==> src/rtl/core/hkrp_pkg.sv <==
// ----------------------------------------------------------------------------
// hkrp_pkg
// shared constants, types and character helpers for the hex key record parser
// ----------------------------------------------------------------------------
package hkrp_pkg;

  localparam int MAX_KEYS_DEF    = 8;
  localparam int KEY_BYTES_DEF   = 32;
  localparam int ID_CAPACITY_DEF = 32;

  localparam int WORD_BYTES   = 8;
  localparam int WORD_W       = 8 * WORD_BYTES;
  localparam int REPORT_BYTES = 32;
  localparam int MEM_WORDS    = 8;
  localparam int MEM_AW       = 3;
  localparam int LANE_W       = 3;
  localparam int POS_W        = 7;

  localparam logic [MEM_AW-1:0] LAST_WORD = 3'd7;

  localparam logic ITEM_RECORD  = 1'b0;
  localparam logic ITEM_SUMMARY = 1'b1;

  localparam logic [7:0] CH_LF   = 8'h0a;
  localparam logic [7:0] CH_CR   = 8'h0d;
  localparam logic [7:0] CH_SP   = 8'h20;
  localparam logic [7:0] CH_TAB  = 8'h09;
  localparam logic [7:0] CH_0    = 8'h30;
  localparam logic [7:0] CH_9    = 8'h39;
  localparam logic [7:0] CH_A_LO = 8'h61;
  localparam logic [7:0] CH_F_LO = 8'h66;
  localparam logic [7:0] CH_A_UP = 8'h41;
  localparam logic [7:0] CH_F_UP = 8'h46;
  localparam logic [7:0] HEX_ALPHA_BASE = 8'd10;

  typedef struct packed {
    logic              en;
    logic [MEM_AW-1:0] addr;
    logic [LANE_W-1:0] lane;
    logic [7:0]        data;
  } wr_req_t;

  function automatic logic [3:0] nibble_of(input logic [7:0] c);
    logic [7:0] d;
    d = 8'h00;
    if (c inside {[CH_0:CH_9]}) begin
      d = c - CH_0;
    end else if (c inside {[CH_A_LO:CH_F_LO]}) begin
      d = c - CH_A_LO + HEX_ALPHA_BASE;
    end else if (c inside {[CH_A_UP:CH_F_UP]}) begin
      d = c - CH_A_UP + HEX_ALPHA_BASE;
    end
    return d[3:0];
  endfunction

  function automatic logic is_blank(input logic [7:0] c);
    return (c inside {CH_SP, CH_TAB});
  endfunction

  function automatic logic is_eol(input logic [7:0] c);
    return (c inside {CH_LF, CH_CR});
  endfunction

endpackage

==> src/rtl/core/hkrp_store.sv <==
// ----------------------------------------------------------------------------
// hkrp_store
// record memory: identifier words then key words, byte writes, registered read
// ----------------------------------------------------------------------------
module hkrp_store (
  input  logic                                clk,
  input  hkrp_pkg::wr_req_t                   wr,
  input  logic                                rd_en,
  input  logic [hkrp_pkg::MEM_AW-1:0]         rd_addr,
  output logic [hkrp_pkg::WORD_W-1:0]         rd_data
);

  logic [hkrp_pkg::WORD_W-1:0] mem [hkrp_pkg::MEM_WORDS];

  always_ff @(posedge clk) begin
    if (wr.en) begin
      mem[wr.addr][{wr.lane, 3'b000} +: 8] <= wr.data;
    end
    if (rd_en) begin
      rd_data <= mem[rd_addr];
    end
  end

endmodule

==> src/rtl/core/hex_key_record_parser.sv <==
// ----------------------------------------------------------------------------
// hex_key_record_parser
// parses a text key database into identifier and key record words
// ----------------------------------------------------------------------------
// One text byte is taken per clock while the input is not held. A byte that
// completes a key holds the input while the four identifier words and four
// key words are read out of the record memory through its single read port,
// one word a cycle, and for the summary too when that byte is the end byte.
// An end byte that completes no key holds the input while the summary is
// issued. Output stalls lengthen these holds. Results leave through an
// output register, so the input keeps running while a finished word waits.
// ----------------------------------------------------------------------------
module hex_key_record_parser #(
  parameter int MAX_KEYS    = hkrp_pkg::MAX_KEYS_DEF,
  parameter int KEY_BYTES   = hkrp_pkg::KEY_BYTES_DEF,
  parameter int ID_CAPACITY = hkrp_pkg::ID_CAPACITY_DEF
) (
  input  logic                        clk,
  input  logic                        rst,
  input  logic                        in_valid,
  output logic                        in_stall,
  input  logic [7:0]                  text_byte,
  input  logic                        end_of_text,
  output logic                        out_valid,
  input  logic                        out_stall,
  output logic                        item_kind,
  output logic [2:0]                  slot,
  output logic [2:0]                  word_index,
  output logic [hkrp_pkg::WORD_W-1:0] word_value,
  output logic [4:0]                  id_length,
  output logic [3:0]                  key_total,
  output logic                        last_of_run
);

  localparam int IDW = $clog2(ID_CAPACITY);
  localparam int HXW = $clog2(2 * KEY_BYTES);
  localparam int PW  = hkrp_pkg::POS_W;

  localparam logic [IDW-1:0] ID_LIMIT    = IDW'(ID_CAPACITY - 1);
  localparam logic [HXW-1:0] HEX_LAST    = HXW'(2 * KEY_BYTES - 1);
  localparam logic [3:0]     KEY_LIMIT   = 4'(MAX_KEYS);
  localparam logic [PW-1:0]  KEY_BYTES_P = PW'(KEY_BYTES);
  localparam logic [PW-1:0]  REPORT_P    = PW'(hkrp_pkg::REPORT_BYTES);
  localparam logic [PW-1:0]  IDLEN_MAX   = PW'(31);

  localparam logic [2:0] PH_LINE_START = 3'd0;
  localparam logic [2:0] PH_IDENT      = 3'd1;
  localparam logic [2:0] PH_SEPARATOR  = 3'd2;
  localparam logic [2:0] PH_KEY        = 3'd3;
  localparam logic [2:0] PH_SKIP_LINE  = 3'd4;
  localparam logic [2:0] PH_STOPPED    = 3'd5;

  typedef struct packed {
    logic                          kind;
    logic [2:0]                    slot;
    logic [hkrp_pkg::MEM_AW-1:0]   widx;
    logic [PW-1:0]                 idcnt;
    logic [4:0]                    idlen;
    logic [3:0]                    total;
    logic                          last;
  } meta_t;

  // parser state
  logic [2:0]     phase, phase_next;
  logic [IDW-1:0] id_count, id_count_next;
  logic [HXW-1:0] hex_count, hex_count_next;
  logic [3:0]     pending, pending_next;
  logic [3:0]     accepted, accepted_next;

  // readout sequencer
  logic                        seq_busy;
  logic                        seq_record;
  logic                        seq_summary;
  logic [hkrp_pkg::MEM_AW-1:0] seq_word;
  logic [2:0]                  seq_slot;
  logic [PW-1:0]               seq_idcnt;
  logic [4:0]                  seq_idlen;
  logic [3:0]                  seq_total;
  logic [3:0]                  sum_total;

  logic                        s1_valid;
  meta_t                       s1;
  meta_t                       s1_next;

  hkrp_pkg::wr_req_t           wr;
  logic                        rd_en;
  logic [hkrp_pkg::WORD_W-1:0] rd_data;
  logic [hkrp_pkg::WORD_W-1:0] masked;

  logic          accept;
  logic          key_step;
  logic          rec_done;
  logic [3:0]    nib;
  logic [3:0]    acc_inc;
  logic [PW-1:0] id_pos;
  logic [PW-1:0] key_pos;
  logic [PW-1:0] id_cnt_p;
  logic          s2_load;
  logic          s1_free;
  logic          issue;

  assign accept   = in_valid && !in_stall;
  assign in_stall = seq_busy;
  assign nib      = hkrp_pkg::nibble_of(text_byte);
  assign acc_inc  = accepted + 4'd1;
  assign id_cnt_p = PW'(id_count);
  assign key_pos  = PW'(hex_count >> 1);

  always_comb begin
    phase_next     = phase;
    id_count_next  = id_count;
    hex_count_next = hex_count;
    pending_next   = pending;
    accepted_next  = accepted;
    key_step       = 1'b0;
    rec_done       = 1'b0;
    id_pos         = '0;
    wr             = '0;

    if (phase != PH_STOPPED) begin
      if (hkrp_pkg::is_eol(text_byte)) begin
        phase_next = PH_LINE_START;
      end else begin
        case (phase)
          PH_LINE_START: begin
            id_count_next  = '0;
            hex_count_next = '0;
            if (hkrp_pkg::is_blank(text_byte)) begin
              phase_next = PH_SEPARATOR;
            end else begin
              wr.en         = 1'b1;
              id_count_next = IDW'(1);
              phase_next    = PH_IDENT;
            end
          end
          PH_IDENT: begin
            if (hkrp_pkg::is_blank(text_byte)) begin
              phase_next = PH_SEPARATOR;
            end else if (id_count < ID_LIMIT) begin
              id_pos        = id_cnt_p;
              wr.en         = id_cnt_p < REPORT_P;
              id_count_next = id_count + IDW'(1);
            end
          end
          PH_SEPARATOR: begin
            if (!hkrp_pkg::is_blank(text_byte)) begin
              phase_next = PH_KEY;
              key_step   = 1'b1;
            end
          end
          PH_KEY: begin
            key_step = 1'b1;
          end
          PH_SKIP_LINE: begin
          end
          default: begin
            phase_next = PH_STOPPED;
          end
        endcase
      end
    end

    wr.addr = {1'b0, id_pos[4:3]};
    wr.lane = id_pos[2:0];
    wr.data = text_byte;

    if (key_step) begin
      if (!hex_count[0]) begin
        pending_next = nib;
      end else begin
        wr.en   = key_pos < REPORT_P;
        wr.addr = {1'b1, key_pos[4:3]};
        wr.lane = key_pos[2:0];
        wr.data = {pending, nib};
      end
      if (hex_count == HEX_LAST) begin
        rec_done      = 1'b1;
        accepted_next = acc_inc;
        phase_next    = (acc_inc >= KEY_LIMIT) ? PH_STOPPED : PH_SKIP_LINE;
      end else begin
        hex_count_next = hex_count + HXW'(1);
      end
    end

    if (end_of_text) begin
      phase_next     = PH_LINE_START;
      id_count_next  = '0;
      hex_count_next = '0;
      pending_next   = '0;
      accepted_next  = '0;
    end

    wr.en = wr.en && accept;
  end

  always_ff @(posedge clk) begin
    if (rst) begin
      phase     <= PH_LINE_START;
      id_count  <= '0;
      hex_count <= '0;
      pending   <= '0;
      accepted  <= '0;
    end else if (accept) begin
      phase     <= phase_next;
      id_count  <= id_count_next;
      hex_count <= hex_count_next;
      pending   <= pending_next;
      accepted  <= accepted_next;
    end
  end

  // readout pipeline: issue, memory read register, output register
  assign s2_load = !out_valid || !out_stall;
  assign s1_free = !s1_valid || s2_load;
  assign issue   = seq_busy && s1_free;
  assign rd_en   = issue && seq_record;

  always_comb begin
    s1_next = '0;
    if (seq_record) begin
      s1_next.kind  = hkrp_pkg::ITEM_RECORD;
      s1_next.slot  = seq_slot;
      s1_next.widx  = seq_word;
      s1_next.idcnt = seq_idcnt;
      s1_next.idlen = seq_idlen;
      s1_next.total = seq_total;
      s1_next.last  = (seq_word == hkrp_pkg::LAST_WORD) && !seq_summary;
    end else begin
      s1_next.kind  = hkrp_pkg::ITEM_SUMMARY;
      s1_next.total = sum_total;
      s1_next.last  = 1'b1;
    end
  end

  always_ff @(posedge clk) begin
    if (rst) begin
      seq_busy    <= 1'b0;
      seq_record  <= 1'b0;
      seq_summary <= 1'b0;
    end else if (accept && (rec_done || end_of_text)) begin
      seq_busy    <= 1'b1;
      seq_record  <= rec_done;
      seq_summary <= end_of_text;
    end else if (issue) begin
      if (seq_record) begin
        if (seq_word == hkrp_pkg::LAST_WORD) begin
          seq_record <= 1'b0;
          seq_busy   <= seq_summary;
        end
      end else begin
        seq_summary <= 1'b0;
        seq_busy    <= 1'b0;
      end
    end
  end

  always_ff @(posedge clk) begin
    if (accept) begin
      seq_word  <= '0;
      seq_slot  <= accepted[2:0];
      seq_idcnt <= id_cnt_p;
      seq_idlen <= (id_cnt_p > IDLEN_MAX) ? 5'd31 : id_cnt_p[4:0];
      seq_total <= acc_inc;
      sum_total <= rec_done ? acc_inc : accepted;
    end else if (issue && seq_record) begin
      seq_word <= seq_word + 3'd1;
    end
  end

  hkrp_store u_store (
    .clk     (clk),
    .wr      (wr),
    .rd_en   (rd_en),
    .rd_addr (seq_word),
    .rd_data (rd_data)
  );

  always_ff @(posedge clk) begin
    if (rst) begin
      s1_valid <= 1'b0;
    end else if (s1_free) begin
      s1_valid <= issue;
    end
  end

  always_ff @(posedge clk) begin
    if (issue) begin
      s1 <= s1_next;
    end
  end

  // bytes beyond the identifier or key read as zero
  always_comb begin
    logic [PW-1:0] pos;
    logic          keep;
    masked = '0;
    for (int b = 0; b < hkrp_pkg::WORD_BYTES; b++) begin
      pos  = {2'b00, s1.widx[1:0], hkrp_pkg::LANE_W'(b)};
      keep = (s1.kind == hkrp_pkg::ITEM_RECORD) &&
             (s1.widx[2] ? (pos < KEY_BYTES_P) : (pos < s1.idcnt));
      masked[b*8 +: 8] = keep ? rd_data[b*8 +: 8] : 8'h00;
    end
  end

  always_ff @(posedge clk) begin
    if (rst) begin
      out_valid <= 1'b0;
    end else if (s2_load) begin
      out_valid <= s1_valid;
    end
  end

  always_ff @(posedge clk) begin
    if (s2_load && s1_valid) begin
      item_kind   <= s1.kind;
      slot        <= s1.slot;
      word_index  <= s1.widx;
      word_value  <= masked;
      id_length   <= s1.idlen;
      key_total   <= s1.total;
      last_of_run <= s1.last;
    end
  end

  a_summary_last: assert property (@(posedge clk) disable iff (rst)
    out_valid && item_kind == hkrp_pkg::ITEM_SUMMARY |-> last_of_run)
    else $error("summary beat without last_of_run");

  a_mid_word: assert property (@(posedge clk) disable iff (rst)
    out_valid && item_kind == hkrp_pkg::ITEM_RECORD && word_index != hkrp_pkg::LAST_WORD
    |-> !last_of_run)
    else $error("last_of_run on an inner record word");

  a_end_holds: assert property (@(posedge clk) disable iff (rst)
    in_valid && !in_stall && end_of_text |=> in_stall)
    else $error("end byte did not hold the input for the summary");

  a_total_range: assert property (@(posedge clk) disable iff (rst)
    out_valid |-> key_total <= KEY_LIMIT)
    else $error("key_total beyond key limit");

endmodule
==> config.mk <==
export PLATFORM = sky130hd
export DESIGN_NAME = hex_key_record_parser
export DESIGN_NICKNAME = d
export VERILOG_FILES = /design/src/rtl/core/hkrp_pkg.sv /design/src/rtl/core/hkrp_store.sv /design/src/rtl/core/hex_key_record_parser.sv
export SDC_FILE = /design/constraint.sdc
export NUM_CORES = 1
export LEC_CHECK = 0
export BUFFER_PORTS_ARGS = -buffer_cell sky130_fd_sc_hd__buf_2
export CAP_MARGIN = 10
export CORE_MARGIN = 8
export CORE_UTILIZATION = 56
export DETAILED_ROUTE_END_ITERATION = 6
export PLACE_DENSITY = 0.73
export SETUP_SLACK_MARGIN = 0.15
export SLEW_MARGIN = 5
export SYNTH_ARGS = -nofsm -noshare
export SYNTH_HDL_FRONTEND = slang
export SYNTH_SLANG_ARGS = --single-unit
==> constraint.sdc <==
create_clock -name clk -period 8.1 [get_ports clk]
set_input_delay 0.81 -clock clk [delete_from_list [all_inputs] [get_ports clk]]
set_output_delay 0.81 -clock clk [all_outputs]
set_load 0.005 [all_outputs]
==> results.json, run 1 <==
{
  "port_buffers": 95,
  "wl_um": 58700,
  "wl_met1_um": 23900,
  "drive_gt1_share_pct": 27.4,
  "fin_nets": 1711,
  "crit_chain": "buf_2 > or4_4 > a211oi_4 > nor3_4 > a21o_4 > inv_2 > ha_1 > ha_1 > nand2_1 > nor3_1",
  "cts_resized": 0,
  "drv_cap": 0,
  "post_cts_buffers": 0,
  "die-area_um2": 59000,
  "grt_pass1_vias": 14500,
  "clock_latency_ns": 0.60,
  "hold_viol_final": 0,
  "syn_area_per_cell_um2": 18.7,
  "synth-edff-count": 700,
  "clock_path_buffers": 3,
  "clock_sinks": 730,
  "ys_dominant_reg_cell": "edfxtp_1",
  "viasPerCell": 6.02,
  "power.density_nw_per_um2": 229,
  "rsz0062_at_grt": "false",
  "finalMaxSlewViolations": 0,
  "postLayoutCoreUtil_pct": 63.6,
  "n_antenna_cell": 0,
  "fin_area_um2": 32500,
  "num_vias": 14500,
  "slowest_stage": "nor3_1",
  "worstHoldPathType": "register to register",
  "cts_root_buffer": "clkbuf_16",
  "routed-wl-met2_um": 28200,
  "grtUsageTotal_pct": 19.9,
  "wl_met3_um": 4600,
  "htree_levels": 3,
  "tightest_slew_ns": 1.22,
  "critPathTopFamily": "simple AND/OR/NAND/NOR gates",
  "finalClockSkew_ns": 0.0166,
  "drtPass1Iterations": 5,
  "setup_violations": 0,
  "peakVddDrop_mv": 0.175,
  "post-route-min-period_ns": 5.00,
  "gp_congestion": 0.847,
  "crit_type": "input pin to register",
  "synth-seq-area-share_pct": 75.0,
  "min_period_over_period_pct": 61.7,
  "dpl-instance-area_um2": 30100,
  "ant_nets": 0,
  "die-height_um": 243,
  "pin_count": 96,
  "grt_pass1_wl_um": 89400,
  "syn-num-nets": 1571,
  "detail_route.wl_per_cell_um": 24.3,
  "slew_headroom_pct": 18.4,
  "fmax_ghz": 0.200,
  "row_count": 83,
  "cts_inserted_buffers": 71,
  "postSynthCellCount": 1539,
  "nFillCells": 3490,
  "syn2layout_area_growth_pct": 12.8,
  "antenna_found_initial": 0,
  "worst_ep_required_time_ns": 8.31,
  "dpl.hpwl_um": 37900,
  "ys_ff_latch": 730,
  "arrival_ns": 5.20,
  "cts_tree": "built",
  "cp_common_cell": "ha_1",
  "tns_ns": 0,
  "status": "finished, final reports clean",
  "drt-initial-drc-count": 1418,
  "startpoint_type": "input pin",
  "core_region_area_um2": 51100,
  "whs_ns": 0.418,
  "crit_fanout": 41,
  "leakagePower_nw": 11.0,
  "ys_warn_count": 0,
  "synth-async-reset-ratio_pct": 0,
  "die_x_um": 243,
  "drc": 0,
  "grt_max_degree": 80,
  "dr.max_layer_used": "met4",
  "max_stage_delay_ns": 1.06,
  "synth.distinct_cells": 71,
  "synth_area_um2": 28800,
  "endpoint_kind": "register",
  "start_util_pct": 56.4,
  "worstPathBufferInverterCount": 2,
  "overflow": 0,
  "holdBufCountCts": 0,
  "clkTransAtPathRegs_ns": 0.06
}
## logic make-up after synthesis
family / count (synthesis) / share of synthesized area, %
multiplexers: 204 / 12.9
AO/OA/AOI/OAI: 97 / 2.38
XOR/XNOR: 6 / 0.182
buffers and inverters: 104 / 1.58
adder cells (fa/ha/maj): 19 / 0.825
flip-flops: 730 / 75.0
AND/OR/NAND/NOR: 379 / 7.05
## report_power, final
part           internal [W]  switching (W)
combinational     0.0000372      0.0000937
sequential          0.00412     0.00000936
clock               0.00184        0.00135
## sequential cells by signal, indices dropped and copies added (netlist names), 5 cells and up
signal           count
hex_count            6
u_store.mem        512
u_store.rd_data     64
seq_idcnt            5
s1                  22
word_value          64
id_count             5
id_length            5
seq_idlen            5
## Yosys cell counts (7+ instances only)
cell type  number  area, um2
a21oi_1        31        155
and2_1         84        526
buf_1          13       48.8
clkbuf_1       55        206
dfxtp_1        30        601
edfxtp_1      700      21000
ha_1           19        238
inv_1          20       75.1
mux2_2         70        788
mux4_2        128       2880
nand2_1        40        150
nand2b_1        9       56.3
nand3_1        29        145
nand4_1         7       43.8
nor2_1         64        240
nor3_1         85        425
nor4_1         20        125
o21ai_0        16       80.1
## layout by cell type, fill, tap and decap left out, types with 5 or more instances in the layout
cell and instances:
and2_1 84, clkinv_1 17, or3_1 6, nand4_1 7, a21oi_1 30, nor3_1 76, dfxtp_1 27, nor2b_1 5
inv_1 19, nand3_1 29, nand2b_1 9, nor3_2 9, edfxtp_1 700, buf_2 108, nand3b_1 5, nor2_1 64
nor3b_1 5, mux2_2 70, clkinv_2 9, ha_1 19, o21ai_0 15, and3_1 5, nor4_1 18, clkbuf_16 75
buf_4 35, nand2_1 40, clkbuf_1 16, mux4_2 128
## per-stage QoR
step           worst slack, ns  instances  total power, W
5_1_grt                   2.83       2415         0.00765
3_3_place_gp              2.65       2263         0.00433
4_1_cts                   3.20       2397         0.00749
6_report                  3.10       2415         0.00745
3_5_place_dp              2.58       2268         0.00434
2_1_floorplan            0.761       1539         0.00428
## final timing paths
kind / startpoint / endpoint / slack (ns) / cells after the start
max: text_byte[2] / u_store.mem[1][2] / 3.10 / 10
min: s1[9] / id_length[4] / 0.42 / 0
max reg2reg: id_count[1] / u_store.mem[1][2] / 3.59 / 9
min reg2reg: s1[9] / id_length[4] / 0.42 / 0
## area by class of cell
class	instances	area (um2)	share of cell area [%]
clock buffers	93	1960	6.05
well taps	680	851	2.62
inverters	22	82.6	0.254
multi-input cells	705	6840	21.0
clock inverters	36	289	0.890
repair buffers	149	841	2.59
flip-flops and latches	730	21600	66.6
## per-layer routing
metal,track usage (%),up-vias
met4,7.95,0
li1,-,6455
met3,4.56,121
met2,31.4,560
met5,0,-
met1,26.9,7409
No activity file was read; power rests on OpenSTA's default activity.
==> inputs of run 2 (changes only) <==
==> constraint.sdc (replaced) <==
create_clock -name clk -period 4.9 [get_ports clk]
set_input_delay 0.49 -clock clk [delete_from_list [all_inputs] [get_ports clk]]
set_output_delay 0.49 -clock clk [all_outputs]
set_load 0.005 [all_outputs]
==> results.json, run 2 (same netlist as run 1, synthesis figures left out) <==
{
  "status": "finished, final reports clean",
  "top_regs": "u_store.mem x512, u_store.rd_data x64, word_value x64",
  "routed-wl-met2_um": 29800,
  "worstHoldPathType": "input pin to register",
  "finalMaxSlewViolations": 0,
  "wl_met1_um": 25000,
  "finalClockSkew_ns": 0.0292,
  "grt_pass1_wl_um": 92100,
  "startpoint_type": "input pin",
  "worst_ep_required_time_ns": 5.24,
  "dr.max_layer_used": "met4",
  "ant_nets": 0,
  "detail_route.wl_per_cell_um": 24.4,
  "clock_sinks": 730,
  "min_period_over_period_pct": 77.8,
  "postLayoutCoreUtil_pct": 64.5,
  "grtUsageTotal_pct": 20.6,
  "critPathTopFamily": "compound AO/OA/AOI/OAI gates",
  "overflow": 0,
  "switching_share_pct": 20.0,
  "cts_inserted_buffers": 72,
  "pwr-share-comb_pct": 1.9,
  "post_cts_buffers": 0,
  "crit_type": "input pin to register",
  "pin_count": 96,
  "slowest_stage": "a2111o_1",
  "syn2layout_area_growth_pct": 14.4,
  "seqPwrFrac_pct": 55.4,
  "drive_gt1_share_pct": 29.7,
  "dpl-instance-area_um2": 30700,
  "dpl.hpwl_um": 37100,
  "final_cell_mix": "edfxtp_1, mux4_2, buf_4, buf_2, nor3_1",
  "crit_fanout": 14,
  "antenna_found_initial": 0,
  "p_total_w": 0.0123,
  "port_buffers": 95,
  "cts_resized": 0,
  "die_x_um": 243,
  "wl_um": 60500,
  "crit_chain": "buf_2 > inv_1 > ha_1 > mux2_2 > a31o_1 > nor3_4 > buf_4 > a32oi_2 > ha_1 > nand2b_1 > a2111o_1 > nor2_1",
  "largest_reg_flops": 512,
  "tightest_slew_ns": 0.957,
  "gp_congestion": 0.855,
  "drc": 0,
  "drv_cap": 0,
  "row_count": 83,
  "clkPwrFrac_pct": 42.8,
  "worstPathBufferInverterCount": 3,
  "grt_max_degree": 83,
  "viasPerCell": 5.98,
  "p_int_w": 0.00985,
  "clock_latency_ns": 0.62,
  "num_vias": 14800,
  "largest-register": "u_store.mem",
  "peakVddDrop_mv": 0.316,
  "core_region_area_um2": 51100,
  "power.density_nw_per_um2": 374,
  "start_util_pct": 56.4,
  "fmax_ghz": 0.262,
  "htree_levels": 3,
  "tns_ns": 0,
  "hold_viol_final": 0,
  "cts_root_buffer": "clkbuf_16",
  "drtPass1Iterations": 5,
  "die-height_um": 243,
  "endpoint_kind": "register",
  "post-route-min-period_ns": 3.81,
  "grt_pass1_vias": 15000,
  "cp_common_cell": "ha_1",
  "final_common_cell": "edfxtp_1",
  "clkTransAtPathRegs_ns": 0.06,
  "fin_nets": 1775,
  "holdBufCountCts": 0,
  "switchingPower_w": 0.00247,
  "die-area_um2": 59000,
  "leakagePower_nw": 11.5,
  "setup_violations": 0,
  "clock_path_buffers": 3,
  "rsz0062_at_grt": "false",
  "fin_area_um2": 33000,
  "n_antenna_cell": 0,
  "arrival_ns": 4.15,
  "wl_met3_um": 4290,
  "cts_tree": "built",
  "slew_headroom_pct": 34.4,
  "drt-initial-drc-count": 1390,
  "max_stage_delay_ns": 0.59
}
## run 2: cell types whose count changed in the layout (fill, tap and decap cells not counted), sizes merged
cell and delta:
inv +4, clkinv -1, clkinvlp +4, clkbuf -11, buf +68
## run 2: worst register-to-register path, stage by stage (launching register included)
cell,delay [ns]
dfxtp_1,0.46
nor2b_1,0.26
nand2b_1,0.19
nor4_1,0.41
a22o_2,0.23
inv_2,0.10
ha_1,0.21
ha_1,0.41
nand2b_1,0.22
a2111o_1,0.59
nor2_1,0.47
## run 2: area by class of cell
cell class	count	area, um2
timing repair buffer	212	1400
sequential	730	21600
multi-input combinational	705	6760
tap	680	851
fill	3458	18100
clock buffer	87	1880
inverter	22	82.6
clock inverter	43	369
## run 2: worst paths after layout
path	from	end	slack, ns	depth (start not counted)
worst max-delay path	text_byte[1]	u_store.mem[4][55]	1.09	12
worst min-delay path	in_valid	in_stall	0.20	3
worst max register to register	phase[0]	u_store.mem[4][55]	1.11	10
worst min register to register	s1[7]	id_length[2]	0.42	0
## run 2: metrics by stage
step | std cells | setup WS, ns | hold slack (ns)
final | 2479 | 1.09 | 0.204
after global routing | 2479 | 0.838 | 0.211
after CTS | 2478 | 0.987 | 0.172
after detailed placement | 2348 | 0.400 | 0.405
after global placement | 2348 | 0.739 | 0.404
after floorplan | 1539 | 0.387 | 0.400
## run 2: metal layers
| metal | up-vias | global-route usage (%) |
|---|---|---|
| met3 | 104 | 3.63 |
| met2 | 586 | 33.3 |
| met1 | 7566 | 28.3 |
| met4 | 0 | 6.98 |
| li1 | 6565 | - |
| met5 | - | 0 |
## run 2: power by group through the flow
stage                     registers, W  clock network [W]  logic, W
after floorplan                0.00696                  0  0.000120
after global placement         0.00695                  0  0.000222
after detailed placement       0.00695                  0  0.000227
after CTS                      0.00682            0.00534  0.000228
after global routing           0.00682            0.00558  0.000245
final                          0.00682            0.00527  0.000229
